File: src/rtl/tfd_pkg.sv
// shared types and constants for the typed frame deframer
package tfd_pkg;

	localparam logic [7:0] START_BYTE = 8'hff;
	localparam logic [7:0] END_BYTE   = 8'h00;

	localparam int CFG_IDX_W = 3;
	localparam int NUM_CODES = 7;

	localparam logic [CFG_IDX_W-1:0] CFG_BOOL  = 3'd0;
	localparam logic [CFG_IDX_W-1:0] CFG_BYTE  = 3'd1;
	localparam logic [CFG_IDX_W-1:0] CFG_INT   = 3'd2;
	localparam logic [CFG_IDX_W-1:0] CFG_LONG  = 3'd3;
	localparam logic [CFG_IDX_W-1:0] CFG_FLOAT = 3'd4;
	localparam logic [CFG_IDX_W-1:0] CFG_UINT  = 3'd5;
	localparam logic [CFG_IDX_W-1:0] CFG_ULONG = 3'd6;

	localparam logic [1:0] KIND_COUNT   = 2'd0;
	localparam logic [1:0] KIND_PAYLOAD = 2'd1;
	localparam logic [1:0] KIND_END     = 2'd2;

	// last byte position of a field: length minus one
	localparam logic [1:0] LAST_LEN1 = 2'd0;
	localparam logic [1:0] LAST_LEN2 = 2'd1;
	localparam logic [1:0] LAST_LEN4 = 2'd3;

	typedef enum logic [2:0] {
		PH_HUNT  = 3'd0,
		PH_COUNT = 3'd1,
		PH_TYPES = 3'd2,
		PH_DATA  = 3'd3,
		PH_END   = 3'd4
	} phase_t;

	typedef logic [NUM_CODES-1:0][7:0] code_regs_t;

	typedef struct packed {
		logic       known;
		logic [1:0] last;
	} type_info_t;

	typedef struct packed {
		logic [7:0] idx;
		logic [1:0] last;
	} field_entry_t;

endpackage

File: src/rtl/tfd_if.sv
// request channel interfaces: received bytes in, deframed results out
interface tfd_rx_if;
	logic       valid;
	logic       ready;
	logic [7:0] rx_byte;

	modport source (output valid, output rx_byte, input ready);
	modport sink   (input valid, input rx_byte, output ready);
endinterface

interface tfd_res_if;
	logic       valid;
	logic       ready;
	logic [7:0] out_byte;
	logic [1:0] out_kind;
	logic [7:0] field_index;
	logic [1:0] byte_in_field;
	logic       frame_ok;
	logic       frame_last;

	modport source (
		output valid, output out_byte, output out_kind, output field_index,
		output byte_in_field, output frame_ok, output frame_last, input ready
	);
	modport sink (
		input valid, input out_byte, input out_kind, input field_index,
		input byte_in_field, input frame_ok, input frame_last, output ready
	);
endinterface

File: src/rtl/tfd_type_decode.sv
// type code to field length lookup against the programmed code registers
module tfd_type_decode (
	input  logic [7:0]          code,
	input  tfd_pkg::code_regs_t codes,
	output tfd_pkg::type_info_t info
);
	import tfd_pkg::*;

	always_comb begin
		info.known = 1'b1;
		info.last  = LAST_LEN1;
		if (code == codes[CFG_BOOL] || code == codes[CFG_BYTE]) begin
			info.last = LAST_LEN1;
		end else if (code == codes[CFG_INT]) begin
			info.last = LAST_LEN2;
		end else if (code == codes[CFG_LONG] || code == codes[CFG_FLOAT]) begin
			info.last = LAST_LEN4;
		end else if (code == codes[CFG_UINT]) begin
			info.last = LAST_LEN2;
		end else if (code == codes[CFG_ULONG]) begin
			info.last = LAST_LEN4;
		end else begin
			info.known = 1'b0;
		end
	end

endmodule

File: src/rtl/typed_frame_deframer.sv
// typed frame deframer top level
//
//  channel | dir | payload                                             | handshake
//  rx      | in  | rx_byte                                             | valid/ready
//  res     | out | out_byte out_kind field_index byte_in_field ok last | valid/ready
//  cfg     | in  | cfg_index cfg_wdata                                 | cfg_we
//
//  one byte per cycle while res is drained: each request is handled in the cycle it is taken
//  a result appears on res in the cycle after its request and sits in the output register
//  a new request is taken whenever the output register is empty or being drained
//  only fields with a nonzero length are queued, so the data phase never has to skip a field
//  reset clears phase and counters, presets codes; the field queue memory needs no clearing
module typed_frame_deframer #(
	parameter int MAX_FIELDS = 256
) (
	input  logic                           clk,
	input  logic                           arst_n,
	tfd_rx_if.sink                         rx,
	tfd_res_if.source                      res,
	input  logic                           cfg_we,
	input  logic [tfd_pkg::CFG_IDX_W-1:0]  cfg_index,
	input  logic [7:0]                     cfg_wdata
);
	import tfd_pkg::*;

	localparam int AW = (MAX_FIELDS > 1) ? $clog2(MAX_FIELDS) : 1;
	localparam logic [8:0] MAX_N = 9'(MAX_FIELDS);

	phase_t       phase_q, phase_d;
	logic [8:0]   n_q, n_d;
	logic [8:0]   tc_q, tc_d;
	logic [8:0]   nz_q, nz_d;
	logic [8:0]   k_q, k_d;
	logic [8:0]   ptr_q, ptr_d;
	logic [1:0]   bc_q, bc_d;
	logic         good_q, good_d;
	field_entry_t cur_q, cur_d, nxt_q, nxt_d, rdata_q, wr_entry;
	logic         wr_en;
	code_regs_t   codes_q;
	type_info_t   tinfo;

	field_entry_t mem [MAX_FIELDS];

	logic         accept, emit;
	logic [7:0]   o_byte_d, o_idx_d;
	logic [1:0]   o_kind_d, o_pos_d;
	logic         o_ok_d, o_last_d;
	logic         res_valid_q;

	assign rx.ready  = !res_valid_q || res.ready;
	assign accept    = rx.valid && rx.ready;
	assign res.valid = res_valid_q;

	tfd_type_decode u_decode (
		.code  (rx.rx_byte),
		.codes (codes_q),
		.info  (tinfo)
	);

	always_ff @(posedge clk or negedge arst_n) begin
		if (!arst_n) begin
			codes_q[CFG_BOOL]  <= 8'd0;
			codes_q[CFG_BYTE]  <= 8'd1;
			codes_q[CFG_INT]   <= 8'd2;
			codes_q[CFG_LONG]  <= 8'd3;
			codes_q[CFG_FLOAT] <= 8'd4;
			codes_q[CFG_UINT]  <= 8'd5;
			codes_q[CFG_ULONG] <= 8'd6;
		end else if (cfg_we) begin
			unique case (cfg_index)
				CFG_BOOL:  codes_q[CFG_BOOL]  <= cfg_wdata;
				CFG_BYTE:  codes_q[CFG_BYTE]  <= cfg_wdata;
				CFG_INT:   codes_q[CFG_INT]   <= cfg_wdata;
				CFG_LONG:  codes_q[CFG_LONG]  <= cfg_wdata;
				CFG_FLOAT: codes_q[CFG_FLOAT] <= cfg_wdata;
				CFG_UINT:  codes_q[CFG_UINT]  <= cfg_wdata;
				CFG_ULONG: codes_q[CFG_ULONG] <= cfg_wdata;
				default: ;
			endcase
		end
	end

	always_comb begin
		phase_d  = phase_q;
		n_d      = n_q;
		tc_d     = tc_q;
		nz_d     = nz_q;
		k_d      = k_q;
		ptr_d    = ptr_q;
		bc_d     = bc_q;
		good_d   = good_q;
		cur_d    = cur_q;
		nxt_d    = nxt_q;
		wr_en    = 1'b0;
		wr_entry = '{idx: tc_q[7:0], last: tinfo.last};
		emit     = 1'b0;
		o_byte_d = rx.rx_byte;
		o_kind_d = KIND_COUNT;
		o_idx_d  = 8'd0;
		o_pos_d  = 2'd0;
		o_ok_d   = 1'b0;
		o_last_d = 1'b0;
		if (accept) begin
			unique case (phase_q)
				PH_COUNT: begin
					n_d    = ({1'b0, rx.rx_byte} > MAX_N) ? MAX_N : {1'b0, rx.rx_byte};
					tc_d   = 9'd0;
					nz_d   = 9'd0;
					good_d = 1'b1;
					ptr_d  = 9'd2;
					phase_d = (n_d == 9'd0) ? PH_END : PH_TYPES;
					emit   = 1'b1;
				end
				PH_TYPES: begin
					if (!tinfo.known) begin
						good_d = 1'b0;
					end else begin
						wr_en = 1'b1;
						nz_d  = nz_q + 9'd1;
						if (nz_q == 9'd0) begin
							cur_d = wr_entry;
						end
						if (nz_q == 9'd1) begin
							nxt_d = wr_entry;
						end
					end
					tc_d = tc_q + 9'd1;
					if (tc_d >= n_q) begin
						k_d     = 9'd0;
						bc_d    = 2'd0;
						phase_d = (nz_d != 9'd0) ? PH_DATA : PH_END;
					end
				end
				PH_DATA: begin
					emit     = 1'b1;
					o_kind_d = KIND_PAYLOAD;
					o_idx_d  = cur_q.idx;
					o_pos_d  = bc_q;
					if (bc_q == cur_q.last) begin
						bc_d = 2'd0;
						if (k_q + 9'd1 < nz_q) begin
							k_d   = k_q + 9'd1;
							cur_d = nxt_q;
							nxt_d = rdata_q;
							ptr_d = ptr_q + 9'd1;
						end else begin
							phase_d = PH_END;
						end
					end else begin
						bc_d = bc_q + 2'd1;
					end
				end
				PH_END: begin
					emit     = 1'b1;
					o_kind_d = KIND_END;
					o_ok_d   = good_q && (rx.rx_byte == END_BYTE);
					o_last_d = 1'b1;
					phase_d  = PH_HUNT;
				end
				default: begin
					phase_d = (rx.rx_byte == START_BYTE) ? PH_COUNT : PH_HUNT;
				end
			endcase
		end
	end

	always_ff @(posedge clk or negedge arst_n) begin
		if (!arst_n) begin
			phase_q     <= PH_HUNT;
			n_q         <= 9'd0;
			tc_q        <= 9'd0;
			nz_q        <= 9'd0;
			k_q         <= 9'd0;
			ptr_q       <= 9'd2;
			bc_q        <= 2'd0;
			good_q      <= 1'b1;
			res_valid_q <= 1'b0;
		end else begin
			phase_q <= phase_d;
			n_q     <= n_d;
			tc_q    <= tc_d;
			nz_q    <= nz_d;
			k_q     <= k_d;
			ptr_q   <= ptr_d;
			bc_q    <= bc_d;
			good_q  <= good_d;
			if (emit) begin
				res_valid_q <= 1'b1;
			end else if (res.ready) begin
				res_valid_q <= 1'b0;
			end
		end
	end

	always_ff @(posedge clk) begin
		cur_q <= cur_d;
		nxt_q <= nxt_d;
		if (emit) begin
			res.out_byte      <= o_byte_d;
			res.out_kind      <= o_kind_d;
			res.field_index   <= o_idx_d;
			res.byte_in_field <= o_pos_d;
			res.frame_ok      <= o_ok_d;
			res.frame_last    <= o_last_d;
		end
	end

	// queue of nonzero-length fields; read data tracks the entry at ptr_q
	always_ff @(posedge clk) begin
		if (wr_en) begin
			mem[nz_q[AW-1:0]] <= wr_entry;
		end
		if (wr_en && (nz_q[AW-1:0] == ptr_d[AW-1:0])) begin
			rdata_q <= wr_entry;
		end else begin
			rdata_q <= mem[ptr_d[AW-1:0]];
		end
	end

endmodule

File: src/flat_wrapper.sv
// flat-port wrapper written by rule: the top's interface ports become plain ports
module typed_frame_deframer_flat import tfd_pkg::*;
#(
	parameter int MAX_FIELDS = 256
)
  (clk, arst_n, cfg_we, cfg_index, cfg_wdata, rx_valid, rx_rx_byte, rx_ready, res_valid, res_out_byte, res_out_kind, res_field_index, res_byte_in_field, res_frame_ok, res_frame_last, res_ready);
  tfd_rx_if rx_i ();
  tfd_res_if res_i ();
  input  logic clk;
  input  logic arst_n;
  input  logic cfg_we;
  input  logic [tfd_pkg::CFG_IDX_W-1:0] cfg_index;
  input  logic [7:0] cfg_wdata;
  input wire logic [$bits(rx_i.valid)-1:0] rx_valid;
  input wire logic [$bits(rx_i.rx_byte)-1:0] rx_rx_byte;
  output wire logic [$bits(rx_i.ready)-1:0] rx_ready;
  output wire logic [$bits(res_i.valid)-1:0] res_valid;
  output wire logic [$bits(res_i.out_byte)-1:0] res_out_byte;
  output wire logic [$bits(res_i.out_kind)-1:0] res_out_kind;
  output wire logic [$bits(res_i.field_index)-1:0] res_field_index;
  output wire logic [$bits(res_i.byte_in_field)-1:0] res_byte_in_field;
  output wire logic [$bits(res_i.frame_ok)-1:0] res_frame_ok;
  output wire logic [$bits(res_i.frame_last)-1:0] res_frame_last;
  input wire logic [$bits(res_i.ready)-1:0] res_ready;
  assign rx_i.valid = rx_valid;
  assign rx_i.rx_byte = rx_rx_byte;
  assign rx_ready = rx_i.ready;
  assign res_valid = res_i.valid;
  assign res_out_byte = res_i.out_byte;
  assign res_out_kind = res_i.out_kind;
  assign res_field_index = res_i.field_index;
  assign res_byte_in_field = res_i.byte_in_field;
  assign res_frame_ok = res_i.frame_ok;
  assign res_frame_last = res_i.frame_last;
  assign res_i.ready = res_ready;
  typed_frame_deframer #(.MAX_FIELDS(MAX_FIELDS)) u_core (.clk(clk), .arst_n(arst_n), .rx(rx_i), .res(res_i), .cfg_we(cfg_we), .cfg_index(cfg_index), .cfg_wdata(cfg_wdata));
endmodule
File: config.mk
export PLATFORM = sky130hd
export DESIGN_NAME = typed_frame_deframer_flat
export DESIGN_NICKNAME = d
export VERILOG_FILES = /design/src/rtl/tfd_pkg.sv /design/src/rtl/tfd_if.sv /design/src/rtl/tfd_type_decode.sv /design/src/rtl/typed_frame_deframer.sv /design/src/flat_wrapper.sv
export SDC_FILE = /design/constraint.sdc
export NUM_CORES = 2
export LEC_CHECK = 0
export BUFFER_PORTS_ARGS = -buffer_cell sky130_fd_sc_hd__buf_2
export CAP_MARGIN = 20
export CORE_ASPECT_RATIO = 1.75
export CORE_MARGIN = 5
export CORE_UTILIZATION = 55
export DETAILED_ROUTE_END_ITERATION = 6
export GPL_ROUTABILITY_DRIVEN = 1
export MAX_ROUTING_LAYER = met4
export PLACE_DENSITY = 0.71
export SYNTH_ARGS = -nofsm -noshare
export SYNTH_HDL_FRONTEND = slang
export SYNTH_SLANG_ARGS = --single-unit
File: constraint.sdc
create_clock -name clk -period 20.6 [get_ports clk]
set_input_delay 4.12 -clock clk [delete_from_list [all_inputs] [get_ports clk]]
set_output_delay 4.12 -clock clk [all_outputs]
set_load 0.01 [all_outputs]
==> out/metrics.cfg <==
[detailed_routing]
drc_errors=0
dr_wl_met2_um=132800
vias=48951
drtPass1Iterations=5
drtAntennaViolNets=0
met1_length_um=86770
wl_per_cell_um=32.90
drtIter0Drc=5383
met3_length_um=16170
routed.top_layer=met4
vias_per_cell=6.430
routed_wl_um=250500

[die]
rows=213
initial_core_util_pct=55.22
die_x_um=342.0
io_pins=48
chipHeight_um=591.1
coreArea_sq_um=192200
dieArea_sq_um=202200

[logic_synthesis]
synth_top_area_cell=edfxtp_1
synth_area_sq_um=106100
synth_ff_type=edfxtp_1
synth_area_leaders=edfxtp_1, mux4_2, dfrtp_1
ys_seq_elements=2716
yosys_warnings=0
seq_area_frac_synth_pct=76.30
async_flop_share_pct=3.903
ys_types=63
synthesis.nets=4795
synth_cells=4748
synth_top_area_share_pct=73.63
synth_area_per_cell_sq_um=22.35
synth_edf_count=2602

[worst_setup_path]
cpLargestDelayFamily=buffers and inverters
required_ns=16.48
reg2reg_slack_ns=14.10
critPathMaxFanout=5
path_class=input pin to output pin
slowest_stage=nand2b_1
start_kind=input pin
path_buf_inv=2
endpoint_kind=output pin
worstPathArrival_ns=4.57
crit_chain=buf_2 > nand2b_1 > buf_2
slowest_delay_ns=0.18
path_common_cell=buf_2
cp-startpoint=res_ready

[pwr]
p_leak_nw=36.54
pwr-share-clk_pct=39.2
seqPwrFrac_pct=56.8
powerDensity_nw_per_um2=96.90
power.internal_mw=8.950
peakVddDrop_v=0.00006342
power.combinational.fraction_pct=4.0
switching_share_pct=20.97
switching_power_mw=2.375
power_mw=11.33

[timing]
setup_viol=0
whs_ns=0.5058
worst_slew_pin_slew_ns=1.276
maxSlewViolCount=0
finalClockSkew_ns=0.04484
hold_viol_final=0
final.setup.tns_ns=0
period_minus_slack_ns=8.686
rsz0062_at_grt=no
min_period_over_period_pct=42.17
max_freq_mhz=115.1
slew_headroom_pct=14.92

[placed_design]
io_buffers=47
gp_congestion=0.8827
dpl.hpwl_um=154800
dpl_cell_area_sq_um=109200

[grt]
antenna_found_initial=7
grt_first_pass_wirelength_um=363700
first_global_vias=50295
overflow=0
grt_max_degree=194
grtUsageTotal_pct=25.74

[worst_hold_path]
min_from=u_core.good_q$_DFFE_PN1P_
hold_class=flip-flop to flip-flop

[final_layout]
final_cell_area_sq_um=116900
final_common_cell=edfxtp_1
drive_gt1_share_pct=27.61
nets=4898
area_delta_synth_final_pct=10.15
mostFrequentLayoutCells=edfxtp_1, mux4_2, nor2_1, clkbuf_16, nand2_1

[cts]
cts_buffers=222
ctsResizeCount=0
clk_pin_slew_ns=0.07
cts_tree=yes
clk_latency_ns=0.85
clock-sinks=2716
cts-htree-levels=4
cts_buffer_depth=4
postCtsSetupBuffers=0
clockRootBuffer=clkbuf_16
postCtsHoldBufs=0

[run_status]
run_status=completed

[run]
maxCapViolations=0

## synthesized netlist by cell type, types with 7 or more instances
library cell and count:
dfxtp_1 8, buf_2 87, o22ai_1 10, nand4_1 28, nand2_1 113, edfxtp_1 2602, nor3_1 18, nor4_1 7
inv_1 35, a21oi_1 36, nor2_1 290, a31oi_1 7, mux2i_1 45, and3_1 28, dfstp_2 11, mux2_2 60
ha_1 23, buf_4 23, clkbuf_1 130, nand3_1 41, mux4_2 816, xor2_1 15, o21ai_0 68, buf_1 17
xnor2_1 58, dfrtp_1 95
## worst reg2reg max path, cell delays in order, from the launching register on
cell and delay [ns]:
dfxtp_4 0.90, buf_4 0.73, buf_4 0.78, buf_4 0.86, mux4_2 0.68, mux4_2 0.58, mux4_2 0.57, a221oi_1 0.81
o21ai_1 0.26
## layer usage
layer | vias to the layer above | global-route usage [%]
li1 | 20087 | -
met1 | 26135 | 31.08
met2 | 2232 | 43.83
met3 | 497 | 3.256
met4 | 0 | 11.91
met5 | - | -
## sequential cells by signal, indices dropped and copies added, names as in the netlist, 2 cells and up, named ones only
signal	count
u_core.n_q	8
u_core.mem	2560
u_core.cur_q	10
u_core.res.out_kind	2
u_core.k_q	9
u_core.nz_q	9
u_core.tc_q	9
u_core.nxt_q	10
u_core.codes_q	56
u_core.bc_q	2
u_core.res.field_index	8
u_core.res.out_byte	8
u_core.res.byte_in_field	2
u_core.phase_q	3
u_core.ptr_q	8
## power groups by stage
stage               combinational [mW]  sequential, mW  clock (mW)
finish                           0.452            6.44        4.44
floorplan                        0.101            6.69           0
detailed placement               0.460            6.56           0
global route                     0.488            6.44        4.74
global placement                 0.441            6.55           0
CTS                              0.458            6.43        4.49
## worst paths after layout
check                                                       to  cells past startpoint
worst max-delay path                                  rx_ready                      3
worst min-delay path                 u_core.good_q$_DFFE_PN1P_                      1
worst max register to register       u_core.nxt_q[2]$_DFFE_PP_                      8
worst min register to register       u_core.good_q$_DFFE_PN1P_                      1
max in group asynchronous           u_core.tc_q[7]$_DFFE_PN0P_                      2
min in group asynchronous       u_core.codes_q[41]$_DFFE_PN0P_                      1
## metrics by stage
step,utilization [%],std cells,setup WS [ns]
floorplan,-,4748,7.188
global placement,56.83,7203,11.92
detailed placement,56.85,7204,11.91
CTS,60.80,7604,11.91
global route,60.82,7611,11.89
finish,60.83,7613,11.91
## cell type report
| type | count | area [sq um] |
|---|---|---|
| antenna | 6 | 15.01 |
| clock buffer | 265 | 5831 |
| clock inverter | 135 | 1755 |
| fill | 12853 | 75270 |
| inverter | 37 | 140.1 |
| multi-input combinational | 1734 | 23850 |
| sequential | 2716 | 81010 |
| tap | 2580 | 3228 |
| timing repair buffer | 140 | 1051 |
## kinds of logic after synthesis
family / share of synthesized area (%)
buffers and inverters: 1.266
flip-flops: 76.30
adder cells (fa/ha/maj): 0.2712
multiplexers: 18.38
XOR/XNOR: 0.6025
AND/OR/NAND/NOR: 2.229
AO/OA/AOI/OAI: 0.9528
No activity file was read; power rests on OpenSTA's default activity.
